===== src/hdl/tnef_attribute_record_parser_top_defines.svh =====
// Assertion macros shared by the attribute record parser modules.
`ifndef TNEF_ATTRIBUTE_RECORD_PARSER_TOP_DEFINES_SVH
`define TNEF_ATTRIBUTE_RECORD_PARSER_TOP_DEFINES_SVH

`ifndef ASSERT_OFF
// Same-cycle implication, checked outside reset.
`define TARP_ASSERT(lbl, clk, rst_n, ante, cons) \
    lbl: assert property (@(posedge clk) disable iff (!rst_n) (ante) |-> (cons)) \
        else $error("tarp assertion failed");
// Next-cycle implication, checked outside reset.
`define TARP_ASSERT_NEXT(lbl, clk, rst_n, ante, cons) \
    lbl: assert property (@(posedge clk) disable iff (!rst_n) (ante) |=> (cons)) \
        else $error("tarp assertion failed");
`else
`define TARP_ASSERT(lbl, clk, rst_n, ante, cons)
`define TARP_ASSERT_NEXT(lbl, clk, rst_n, ante, cons)
`endif

`endif


===== src/hdl/tarp_pkg.sv =====
// Types and constants of the attribute record parser.
`timescale 1ns / 1ps

package tarp_pkg;

    typedef enum logic [2:0] {
        PH_LEVEL   = 3'd0,
        PH_TYPNAM  = 3'd1,
        PH_LENGTH  = 3'd2,
        PH_PAYLOAD = 3'd3,
        PH_CKSUM   = 3'd4
    } phase_t;

    localparam logic [7:0] LEVEL_MESSAGE    = 8'd1;
    localparam logic [7:0] LEVEL_ATTACHMENT = 8'd2;

    localparam logic KIND_PAYLOAD = 1'b0;
    localparam logic KIND_SUMMARY = 1'b1;

    typedef struct packed {
        logic        result_kind;
        logic [7:0]  payload_byte;
        logic [7:0]  record_level;
        logic [15:0] attribute_type;
        logic [15:0] attribute_name;
        logic [31:0] payload_length;
        logic        checksum_good;
        logic        level_valid;
        logic        halted_flag;
    } res_t;

endpackage


===== src/hdl/tarp_parse.sv =====
// Record parse state machine: one stream byte per accepted item.
`timescale 1ns / 1ps
`include "tnef_attribute_record_parser_top_defines.svh"

module tarp_parse (
    input  logic          clk,
    input  logic          rst_n,
    input  logic          accept,
    input  logic [7:0]    stream_byte,
    input  logic          skip_bad_checksum,
    output logic          res_valid,
    output tarp_pkg::res_t res
);
    import tarp_pkg::*;

    phase_t      phase_reg, phase_next;
    logic [1:0]  idx_reg, idx_next;
    logic [7:0]  level_reg, level_next;
    logic [31:0] tn_reg, tn_next;
    logic [31:0] len_reg, len_next;
    logic [31:0] rem_reg, rem_next;
    logic [15:0] sum_reg, sum_next;
    logic [7:0]  ck_low_reg, ck_low_next;
    logic        stopped_reg, stopped_next;
    logic        ck_good;
    logic        live;

    assign live    = accept && !stopped_reg;
    assign ck_good = ({stream_byte, ck_low_reg} == sum_reg);

    // Next state
    always_comb
    begin
        phase_next   = phase_reg;
        idx_next     = idx_reg;
        level_next   = level_reg;
        tn_next      = tn_reg;
        len_next     = len_reg;
        rem_next     = rem_reg;
        sum_next     = sum_reg;
        ck_low_next  = ck_low_reg;
        stopped_next = stopped_reg;
        if (live)
        begin
            case (phase_reg)
                PH_LEVEL:
                begin
                    level_next = stream_byte;
                    tn_next    = '0;
                    len_next   = '0;
                    sum_next   = '0;
                    idx_next   = '0;
                    phase_next = PH_TYPNAM;
                end
                PH_TYPNAM:
                begin
                    tn_next[{idx_reg, 3'b000} +: 8] = stream_byte;
                    if (idx_reg == 2'd3)
                    begin
                        idx_next   = '0;
                        phase_next = PH_LENGTH;
                    end
                    else
                    begin
                        idx_next = idx_reg + 2'd1;
                    end
                end
                PH_LENGTH:
                begin
                    len_next[{idx_reg, 3'b000} +: 8] = stream_byte;
                    if (idx_reg == 2'd3)
                    begin
                        idx_next   = '0;
                        rem_next   = len_next;
                        phase_next = (len_next == 32'd0) ? PH_CKSUM : PH_PAYLOAD;
                    end
                    else
                    begin
                        idx_next = idx_reg + 2'd1;
                    end
                end
                PH_PAYLOAD:
                begin
                    sum_next = sum_reg + {8'd0, stream_byte};
                    rem_next = rem_reg - 32'd1;
                    if (rem_reg == 32'd1)
                    begin
                        idx_next   = '0;
                        phase_next = PH_CKSUM;
                    end
                end
                PH_CKSUM:
                begin
                    if (idx_reg == 2'd0)
                    begin
                        ck_low_next = stream_byte;
                        idx_next    = 2'd1;
                    end
                    else
                    begin
                        // halt for good on a mismatch unless told to carry on
                        if (!ck_good && !skip_bad_checksum)
                            stopped_next = 1'b1;
                        idx_next   = '0;
                        phase_next = PH_LEVEL;
                    end
                end
                default:
                begin
                    idx_next   = '0;
                    phase_next = PH_LEVEL;
                end
            endcase
        end
    end

    // Outputs
    always_comb
    begin
        res_valid          = 1'b0;
        res.result_kind    = KIND_PAYLOAD;
        res.payload_byte   = '0;
        res.record_level   = level_reg;
        res.attribute_type = tn_reg[31:16];
        res.attribute_name = tn_reg[15:0];
        res.payload_length = len_reg;
        res.checksum_good  = 1'b0;
        res.level_valid    = level_reg inside {LEVEL_MESSAGE, LEVEL_ATTACHMENT};
        res.halted_flag    = 1'b0;
        if (live)
        begin
            case (phase_reg)
                PH_PAYLOAD:
                begin
                    res_valid        = 1'b1;
                    res.payload_byte = stream_byte;
                end
                PH_CKSUM:
                begin
                    if (idx_reg != 2'd0)
                    begin
                        res_valid         = 1'b1;
                        res.result_kind   = KIND_SUMMARY;
                        res.checksum_good = ck_good;
                        res.halted_flag   = !ck_good && !skip_bad_checksum;
                    end
                end
                default:
                begin
                    res_valid = 1'b0;
                end
            endcase
        end
    end

    always_ff @(posedge clk or negedge rst_n)
    begin
        if (!rst_n)
        begin
            phase_reg   <= PH_LEVEL;
            idx_reg     <= '0;
            level_reg   <= '0;
            tn_reg      <= '0;
            len_reg     <= '0;
            rem_reg     <= '0;
            sum_reg     <= '0;
            ck_low_reg  <= '0;
            stopped_reg <= 1'b0;
        end
        else
        begin
            phase_reg   <= phase_next;
            idx_reg     <= idx_next;
            level_reg   <= level_next;
            tn_reg      <= tn_next;
            len_reg     <= len_next;
            rem_reg     <= rem_next;
            sum_reg     <= sum_next;
            ck_low_reg  <= ck_low_next;
            stopped_reg <= stopped_next;
        end
    end

    `TARP_ASSERT(a_stopped_silent, clk, rst_n, stopped_reg, !res_valid)
    `TARP_ASSERT_NEXT(a_stopped_sticks, clk, rst_n, stopped_reg, stopped_reg)
    `TARP_ASSERT_NEXT(a_halt_stops, clk, rst_n, res_valid && res.halted_flag, stopped_reg)

endmodule


===== src/hdl/tnef_attribute_record_parser_top.sv =====
// Attribute record parser top level: config register, parser and output skid stage.
`timescale 1ns / 1ps
`include "tnef_attribute_record_parser_top_defines.svh"

// Takes one stream byte per cycle while in_stall is low and gives zero or one
// result for each byte: every payload byte is passed through, and the second
// checksum byte of a record yields a summary with the header fields and
// checksum/level flags. A result is registered in the output register, or in
// the skid stage while the output register is stalled; the parser state machine
// finishes each byte as it is accepted. in_stall rises only while a second result
// waits in the skid stage behind a stalled output register; it then holds the
// input for the rest of the output stall and until the skid stage drains. After a checksum
// mismatch with skip_bad_checksum clear, the block keeps taking bytes but
// gives no further results until reset.
module tnef_attribute_record_parser_top (
    input  logic        clk,
    input  logic        rst_n,
    input  logic        cfg_wr_en,
    input  logic        cfg_wr_data,
    input  logic        in_valid,
    output logic        in_stall,
    input  logic [7:0]  stream_byte,
    output logic        out_valid,
    input  logic        out_stall,
    output logic        result_kind,
    output logic [7:0]  payload_byte,
    output logic [7:0]  record_level,
    output logic [15:0] attribute_type,
    output logic [15:0] attribute_name,
    output logic [31:0] payload_length,
    output logic        checksum_good,
    output logic        level_valid,
    output logic        halted_flag
);
    import tarp_pkg::*;

    logic  skip_reg;
    logic  accept;
    logic  res_valid;
    res_t  res;
    logic  out_valid_reg, out_valid_next;
    res_t  out_data_reg, out_data_next;
    logic  skid_valid_reg, skid_valid_next;
    res_t  skid_data_reg, skid_data_next;
    logic  out_free;

    assign in_stall = skid_valid_reg;
    assign accept   = in_valid && !in_stall;

    always_ff @(posedge clk or negedge rst_n)
    begin
        if (!rst_n)
            skip_reg <= 1'b0;
        else if (cfg_wr_en)
            skip_reg <= cfg_wr_data;
    end

    tarp_parse u_parse (
        .clk               (clk),
        .rst_n             (rst_n),
        .accept            (accept),
        .stream_byte       (stream_byte),
        .skip_bad_checksum (skip_reg),
        .res_valid         (res_valid),
        .res               (res)
    );

    assign out_free = !out_valid_reg || !out_stall;

    // Output register loads from skid first; park a new result in skid when blocked
    always_comb
    begin
        out_valid_next  = out_valid_reg;
        out_data_next   = out_data_reg;
        skid_valid_next = skid_valid_reg;
        skid_data_next  = skid_data_reg;
        if (out_free)
        begin
            if (skid_valid_reg)
            begin
                out_valid_next  = 1'b1;
                out_data_next   = skid_data_reg;
                skid_valid_next = 1'b0;
            end
            else
            begin
                out_valid_next = res_valid;
                out_data_next  = res;
            end
        end
        else if (res_valid)
        begin
            skid_valid_next = 1'b1;
            skid_data_next  = res;
        end
    end

    always_ff @(posedge clk or negedge rst_n)
    begin
        if (!rst_n)
        begin
            out_valid_reg  <= 1'b0;
            skid_valid_reg <= 1'b0;
        end
        else
        begin
            out_valid_reg  <= out_valid_next;
            skid_valid_reg <= skid_valid_next;
        end
    end

    always_ff @(posedge clk)
    begin
        out_data_reg  <= out_data_next;
        skid_data_reg <= skid_data_next;
    end

    assign out_valid      = out_valid_reg;
    assign result_kind    = out_data_reg.result_kind;
    assign payload_byte   = out_data_reg.payload_byte;
    assign record_level   = out_data_reg.record_level;
    assign attribute_type = out_data_reg.attribute_type;
    assign attribute_name = out_data_reg.attribute_name;
    assign payload_length = out_data_reg.payload_length;
    assign checksum_good  = out_data_reg.checksum_good;
    assign level_valid    = out_data_reg.level_valid;
    assign halted_flag    = out_data_reg.halted_flag;

    `TARP_ASSERT(a_skid_behind_out, clk, rst_n, skid_valid_reg, out_valid_reg)
    `TARP_ASSERT_NEXT(a_skid_drains, clk, rst_n, skid_valid_reg && !out_stall, !skid_valid_reg)
    `TARP_ASSERT_NEXT(a_out_kept, clk, rst_n, out_valid_reg && out_stall, out_valid_reg)

endmodule


===== config.mk =====
export PLATFORM = sky130hd
export DESIGN_NAME = tnef_attribute_record_parser_top
export DESIGN_NICKNAME = d
export VERILOG_FILES = /design/src/hdl/tarp_pkg.sv /design/src/hdl/tarp_parse.sv /design/src/hdl/tnef_attribute_record_parser_top.sv
export VERILOG_INCLUDE_DIRS = /design/src /design/src/hdl
export SDC_FILE = /design/constraint.sdc
export NUM_CORES = 1
export LEC_CHECK = 0
export ABC_AREA = 0
export BUFFER_PORTS_ARGS = -buffer_cell sky130_fd_sc_hd__buf_2
export CAP_MARGIN = 15
export CORE_AREA = 2 2 186 169
export CTS_CLUSTER_SIZE = 8
export DETAILED_ROUTE_END_ITERATION = 8
export DIE_AREA = 0 0 188 171
export GPL_TIMING_DRIVEN = 0
export PLACE_DENSITY_LB_ADDON = 0.15
export SLEW_MARGIN = 15
export SYNTH_ARGS = -nofsm -noshare
export SYNTH_HDL_FRONTEND = slang
export SYNTH_HIERARCHICAL = 1
export SYNTH_SLANG_ARGS = --single-unit

===== constraint.sdc =====
create_clock -name clk -period 7.72 [get_ports clk]
set_input_delay 1.544 -clock clk [delete_from_list [all_inputs] [get_ports clk]]
set_output_delay 1.544 -clock clk [all_outputs]
set_load 0.01 [all_outputs]

==> results_dict.tcl, run 1 <==
set metrics [dict create \
    tightestPinTransition_ps 1143 \
    synth.distinct_cells 66 \
    hold_path_end "skid_data_reg[50]" \
    leakage_uw 0.006750 \
    die-area_um2 32150 \
    final_common_cell "edfxtp_1" \
    fin_crit_ps 3959 \
    max_freq_mhz 252.6 \
    wl_per_cell_um 20.75 \
    synth_edf_count 168 \
    gr-usage-all-layers_pct 20.92 \
    synthesis.area_um2 13430 \
    wl_um 33470 \
    fin_skew_ps 17.35 \
    cts_buffers 44 \
    setup.worst_path.end_class "register" \
    ys_warn_count 6 \
    grt_antenna_before_repair 0 \
    worstPathMaxFanout 10 \
    hold_viol 0 \
    path_clk_slew_ps 50 \
    fp.dieH_um 171 \
    start_util_pct 44.11 \
    cts.htree.levels 2 \
    startpoint "in_valid" \
    post_cts_buffers 0 \
    dr.pass1.iters 5 \
    required_ps 8120 \
    synth-main-ff-cell "edfxtp_1" \
    dr.max_layer_used "met4" \
    syn_inst 1022 \
    globalplace.congestion 0.8994 \
    clockBufferDepth 3 \
    crit_type "in2reg" \
    final_layout_size_suffix_gt1_share_pct 22.76 \
    slew_headroom_pct 23.61 \
    yosysTopAreaCellShare_pct 37.56 \
    synth-async-reset-ratio_pct 44.92 \
    n_antenna_cell 0 \
    drc_errors 0 \
    finalCritPeriodShare_pct 51.28 \
    fillers 2616 \
    die_w_um 188 \
    maxCapViolCount 0 \
    clkLatencyLatePin_ps 530 \
    placeableCoreArea_um2 30450 \
    layout.nets 1201 \
    power_uw 5360 \
    cts_tree "done" \
    first_global_vias 8668 \
    regToRegEndpoint "u_parse/rem_reg[24]" \
    multi_input_area_um2 4667 \
    synth_seq_area_share_pct 63.08 \
    pin_count 100 \
    overflow 0 \
    cts_sinks 305 \
    cts-root-buf "clkbuf_16" \
    synth-seq-cells 305 \
    portBuffers 99 \
    syn_area_per_cell_um2 13.14 \
    drv_slew 0 \
    largest_reg_flops 84 \
    vias 9057 \
    grt_start_max_net_pins 80 \
    grt_pass1_wl_um 51670 \
    dpl.hpwl_um 22930 \
    netlist_top_cells_area "edfxtp_1 (38%), dfrtp_1 (26%), mux2_2 (6.2%)" \
    r2r_cells 11 \
    setup_violations 0 \
    reg2reg_slack_ps 4010 \
    holdWs_ps 480.9 \
    synth_top_cell_by_area "edfxtp_1" \
    ctsHoldBuffers 0 \
    wl_met3_um 2093 \
    reg2reg_from "in_stall" \
    tns_ps 0 \
    p_per_area_nw_per_um2 338.8 \
    outcome "completed" \
    area_growth_pct 17.76 \
    min_path_cells 0 \
    ir_drop_mv 0.1427 \
    syn_nets 1053 \
    crit_arrival_ps 4360 \
    wl_met2_um 14590 \
    regArea_um2 8473 \
    cts_resized 0 \
    via_per_inst 5.615 \
    rsz0062_at_grt "false" \
    worstHoldStart "u_parse/tn_reg[15]" \
    most-common-layout-cells "edfxtp_1 (168), dfrtp_1 (137), buf_2 (105)" \
    worstHoldPathType "reg2reg" \
    setup.worst_path.start_class "input pin" \
    ant_nets 0 \
    row_count 61 \
    wl_met1_um 16160 \
    final_util_pct 51.95 \
    drt_iter0_drc 830 \
]
-- per-stage QoR --
stage / cell area (um2) / setup WS, ps / std cells
after floorplan: 13430 / 2891 / 1022
after global placement: 14440 / 1447 / 1530
after detailed placement: 14550 / 3336 / 1533
after CTS: 15820 / 3859 / 1613
after global routing: 15820 / 3531 / 1613
final: 15820 / 3761 / 1613
-- synthesized netlist by cell type (all sizes together), types with 3 or more instances --
cell type and instances:
edfxtp 168, dfrtp 137, mux2 101, o21ai 86
nand2 62, nor2 59, a22o 52, a21oi 42
clkbuf 38, xnor2 25, nor3 20, a31oi 18
nor2b 18, and3 17, buf 16, ha 16
inv 15, nor4 12, nand4 11, a22oi 9
nand3 9, or3 9, o22ai 8, a21o 5
o22a 5, or4 5, a221oi 4, a32o 4
nor3b 4, o2bb2ai 4, and2 3, nand2b 3
xor2 3
-- layer usage --
| layer | up-vias | global-route usage, % |
|---|---|---|
| li1 | 4193 | - |
| met1 | 4504 | 31.93 |
| met2 | 309 | 30.85 |
| met3 | 51 | 3.487 |
| met4 | 0 | 5.512 |
| met5 | - | 0 |
-- cell families after synthesis --
logic type               synth area share (%)
multiplexers                            9.296
buffers and inverters                   2.273
adder cells (fa/ha/maj)                 1.639
AO/OA/AOI/OAI                           12.68
flip-flops                              63.08
AND/OR/NAND/NOR                         9.212
XOR/XNOR                                1.826
-- area by class of cell --
class	count	share of cell area, %
sequential	305	53.56
multi-input combinational	648	29.50
clock buffer	78	7.894
timing repair buffer	102	3.717
tap	409	3.235
buffer	54	1.574
inverter	15	0.3559
clock inverter	2	0.1582
-- worst max path at each step --
stage / to / slack, ps / cells past startpoint
after global placement: skid_data_reg[6] / 1450 / 6
final: u_parse/rem_reg[24] / 3760 / 9
after detailed placement: u_parse/rem_reg[20] / 3340 / 9
after floorplan: skid_data_reg[0] / 2890 / 5
after CTS: u_parse/rem_reg[3] / 3860 / 9
after global routing: u_parse/rem_reg[3] / 3530 / 9
-- worst max-delay path: stages --
cell      delay, ps
buf_2            90
nor2b_1         160
nor2b_1         510
nand2_1         240
nor2_1          570
a21o_1          380
clkbuf_1        460
o21ai_0         180
a22o_1          220
-- where the power goes --
| group | leakage (uW) | switching [uW] | internal, uW |
|---|---|---|---|
| clock | 0.000606 | 665 | 1080 |
| sequential | 0.00366 | 195 | 2050 |
| combinational | 0.00248 | 848 | 516 |
No activity file was read; power rests on OpenSTA's default activity.
==> inputs of run 2 (changes only) <==
clock period = 3.3 ns   (was 7.72 ns; I/O delays follow)
==> results_dict.tcl, run 2 (synthesized netlist as in run 1, its figures left out) <==
set metrics [dict create \
    outcome "completed" \
    reg2reg_slack_ps 140 \
    startpoint "u_parse/idx_reg[0]" \
    final_layout_size_suffix_gt1_share_pct 23.59 \
    internal_power_uw 8518 \
    required_ps 3720 \
    crit_arrival_ps 3570 \
    rsz0062_at_grt "false" \
    setup_violations 0 \
    pwr-share-seq_pct 41.8 \
    pwr-share-clk_pct 32.6 \
    drc_errors 0 \
    gr-usage-all-layers_pct 20.90 \
    final_common_cell "edfxtp_1" \
    worstPathCellList "inv_1, ha_1, and3b_1, clkbuf_1, a31oi_1, nand4_1, nor4_1, nand4_1, a31o_1" \
    max_freq_mhz 316.6 \
    setup.worst_path.end_class "register" \
    reg2reg_from "u_parse/idx_reg[0]" \
    worstHoldPathType "in2async" \
    fin_crit_ps 3158 \
    setup_slack_ps 141.6 \
    ant_nets 0 \
    portBuffers 99 \
    grt_start_max_net_pins 72 \
    start_util_pct 44.11 \
    largest_reg_flops 84 \
    placeableCoreArea_um2 30450 \
    grt_antenna_before_repair 0 \
    slowest_stage "dfrtp_1" \
    row_count 61 \
    cts-root-buf "clkbuf_16" \
    clkLatencyLatePin_ps 540 \
    fp.dieH_um 171 \
    post_cts_buffers 0 \
    maxCapViolCount 0 \
    regToRegEndpoint "u_parse/phase_reg[1]" \
    drt_iter0_drc 943 \
    worstPathMaxFanout 10 \
    n_antenna_cell 0 \
    via_per_inst 5.699 \
    clockBufferDepth 3 \
    layout.nets 1202 \
    crit_type "reg2reg" \
    dpl.hpwl_um 22840 \
    switching_share_pct 32.30 \
    wl_um 33570 \
    vias 9193 \
    dr.pass1.iters 5 \
    cts_sinks 305 \
    leakage_uw 0.006764 \
    fillers 2647 \
    cts_tree "done" \
    crit_end "u_parse/phase_reg[1]" \
    max_stage_delay_ps 530 \
    pin_count 100 \
    fin_skew_ps 17.52 \
    tightestPinTransition_ps 947.4 \
    p_switching_uw 4064 \
    p_per_area_nw_per_um2 793.2 \
    drv_slew 0 \
    dp_slack_ps -220.8 \
    die_w_um 188 \
    die-area_um2 32150 \
    hold_viol 0 \
    area_growth_pct 18.09 \
    ir_drop_mv 0.3925 \
    setup.worst_path.start_class "register" \
    overflow 0 \
    first_global_vias 8566 \
    cts.htree.levels 2 \
    globalplace.congestion 0.9038 \
    grt_pass1_wl_um 51440 \
    power_uw 12580 \
    r2r_cells 9 \
    most-common-layout-cells "edfxtp_1 (168), dfrtp_1 (137), buf_2 (105)" \
    cts_buffers 44 \
    path_clk_slew_ps 50 \
    slew_headroom_pct 36.84 \
    wl_per_cell_um 20.81 \
    cpMostUsedCell "nand4_1" \
    p_comb_share_pct 25.5 \
    finalCritPeriodShare_pct 95.71 \
]
==> run 2: routing by layer <==
layer  GRT usage [%]  wire (um)  up-vias
li1                -          -     4193
met1           32.00      16070     4564
met2           30.19      14390      366
met3           3.672       2228       70
met4           6.333        878        0
met5               0          0        -
==> run 2: how the worst min path moves through the flow <==
stage | start | end | slack, ps | depth (start not counted)
floorplan | rst_n | in_stall | 360 | 0
detailed placement | u_parse/tn_reg[9] | skid_data_reg[44] | 460 | 0
CTS | rst_n | u_parse/sum_reg[4] | 100 | 1
global placement | u_parse/tn_reg[17] | skid_data_reg[52] | 460 | 0
finish | rst_n | u_parse/sum_reg[4] | 70 | 1
global route | rst_n | u_parse/sum_reg[4] | 110 | 1
==> run 2: final cells by class <==
class                   count  area (um2)  share of cell area, %
plain buffers              54       251.5                  1.585
clock buffers              75        1217                  7.675
clock inverters             4       53.80                 0.3392
inverters                  15       56.30                 0.3549
multi-input cells         649        4711                  29.70
flip-flops and latches    305        8473                  53.42
well taps                 409       511.7                  3.226
repair buffers            102       588.1                  3.707
==> run 2: stage by stage <==
stage          utilization (%)  cell area, um2  hold WS (ps)  cells  setup TNS [ps]
2_1_floorplan                -           13430         364.4   1022               0
3_3_place_gp             47.42           14440         465.0   1530         -196140
3_5_place_dp             47.76           14550         463.9   1533           -8025
4_1_cts                  52.02           15840         102.8   1613               0
5_1_grt                  52.09           15860         106.9   1613               0
6_report                 52.09           15860         69.18   1613               0
==> run 2: worst max-delay path: cells and delay by family, from the launching register on <==
kind,cells,cell delay [ps]
AOI/OAI and AO/OA,2,800
adders and majority gates,1,410
buffers and inverters,2,360
DFF,1,530
and+or+nand+nor,4,940
==> run 2: what timing repair did <==
item                                    in CTS  in global routing
pin swaps                                    1                  0
gates cloned                                 1                  0
resized for setup                            4                  8
endpoints found under the setup margin      88                 82
hold buffers                                 0                  0
==> run 2: power by group through the flow <==
stage          Sequential (uW)  Combinational, uW  Clock [uW]
2_1_floorplan             5400               1940           0
3_3_place_gp              5330               3090           0
3_5_place_dp              5320               3150           0
4_1_cts                   5260               3170        4190
5_1_grt                   5350               3490        4360
6_report                  5260               3210        4100
==> inputs of run 3 (changes only) <==
CORE_AREA = 2 2 170 155   (was 2 2 186 169)
DIE_AREA = 0 0 172 157   (was 0 0 188 171)
==> results_dict.tcl, run 3 (synthesized netlist as in run 1, its figures left out) <==
set metrics [dict create \
    post_cts_buffers 0 \
    wl_um 33220 \
    row_count 55 \
    area_growth_pct 17.64 \
    most-common-layout-cells "edfxtp_1 (168), dfrtp_1 (137), buf_2 (105)" \
    reg2reg_slack_ps 160 \
    worstPathCellList "clkbuf_1, nand3b_1, clkbuf_1, buf_1, o22ai_2, and3_4, buf_12" \
    first_global_vias 8912 \
    largest_reg_flops 84 \
    post_dp_cell_area_um2 14450 \
    cts_tree "done" \
    overflow 0 \
    r2r_cells 7 \
    crit_type "reg2reg" \
    wl_per_cell_um 21.53 \
    tightestPinTransition_ps 1062 \
    portBuffers 99 \
    hold_viol 0 \
    ant_nets 0 \
    cts_sinks 305 \
    finalCritPeriodShare_pct 95.26 \
    cpMostUsedCell "clkbuf_1" \
    n_antenna_cell 0 \
    setup_slack_ps 156.4 \
    drc_errors 0 \
    drv_slew 0 \
    via_per_inst 6.019 \
    dp_slack_ps -223.6 \
    vias 9288 \
    max_freq_mhz 318.1 \
    drt_iter0_drc 1094 \
    fin_skew_ps 25.89 \
    setup_violations 0 \
    cts.htree.levels 2 \
    outcome "completed" \
    final_common_cell "edfxtp_1" \
    startpoint "u_parse/phase_reg[2]" \
    cts_buffers 44 \
    fin_crit_ps 3144 \
    dp.cells 1466 \
    setup.worst_path.end_class "register" \
    gr-usage-all-layers_pct 25.02 \
    stdcell_count 1543 \
    final_cell_area_um2 15800 \
    grt_antenna_before_repair 1 \
    rsz0062_at_grt "false" \
    pin_count 100 \
    path_clk_slew_ps 50 \
    regArea_um2 8473 \
    max_stage_delay_ps 590 \
    p_per_area_nw_per_um2 796.4 \
    dr.pass1.iters 5 \
    leakage_uw 0.006770 \
    setup.worst_path.start_class "register" \
    final_layout_size_suffix_gt1_share_pct 23.90 \
    crit_arrival_ps 3390 \
    reg2reg_from "u_parse/phase_reg[2]" \
    fp.dieH_um 157 \
    ir_drop_mv 0.4435 \
    die_w_um 172 \
    fillers 2009 \
    slowest_stage "buf_1" \
    cts-root-buf "clkbuf_16" \
    worstHoldPathType "in2async" \
    maxCapViolCount 0 \
    clkLatencyLatePin_ps 540 \
    required_ps 3550 \
    dpl.hpwl_um 22230 \
    die-area_um2 27000 \
    worstPathMaxFanout 44 \
    multi_input_area_um2 4732 \
    globalplace.congestion 1.002 \
    grt_start_max_net_pins 74 \
    layout.nets 1202 \
    slew_headroom_pct 29.23 \
    clockBufferDepth 3 \
    final_util_pct 63.09 \
    start_util_pct 53.63 \
    grt_pass1_wl_um 51290 \
    placeableCoreArea_um2 25050 \
]
==> run 3: area by class of cell <==
type,count,share of cell area [%]
buffer,53,1.560
timing repair buffer,102,3.674
sequential,305,53.62
clock buffer,73,7.791
inverter,15,0.3563
clock inverter,3,0.3484
tap,342,2.708
multi-input combinational,650,29.94
==> run 3: per-stage QoR <==
stage	TNS, ps	hold WS, ps	total power (uW)
CTS	0	95.39	12600
floorplan	0	364.4	7344
detailed placement	-10950	462.6	8432
global route	0	106.6	13210
global placement	-168600	457.4	8377
finish	0	80.54	12580
==> run 3: per-layer routing <==
layer	vias up	global-route usage (%)	wire length [um]
met2	398	35.72	14360
met3	76	5.356	2838
met1	4620	38.24	15140
li1	4194	-	-
met4	0	8.043	887
met5	-	0	0
==> run 3: path summary, 6_finish.rpt <==
| check | to |
|---|---|
| worst max register to register | skid_data_reg[8] |
| min in group clk | skip_reg |
| max in group asynchronous | u_parse/tn_reg[7] |
| worst max-delay path | skid_data_reg[8] |
| worst min register to register | skid_data_reg[49] |
| worst min-delay path | u_parse/level_reg[4] |
==> run 3: timing repair <==
item                                    in CTS  in global routing
gates cloned                                 1                  1
hold buffers                                 0                  0
endpoints found under the hold margin        0                  0
pin swaps                                    1                  1
gates resized for setup                      3                  8
endpoints found under the setup margin      70                 98
==> run 3: critical path: cells and delay by family (launching register included) <==
kind / cells / cell delay (ps)
AOI/OAI and AO/OA: 1 / 240
DFF: 1 / 330
and+or+nand+nor: 2 / 600
buffers and inverters: 4 / 1630
==> run 3: power breakdown <==
group          total (uW)  switching (uW)  internal, uW
clock network        4120            1590          2530
registers            5270             471          4800
logic                3190            1980          1220
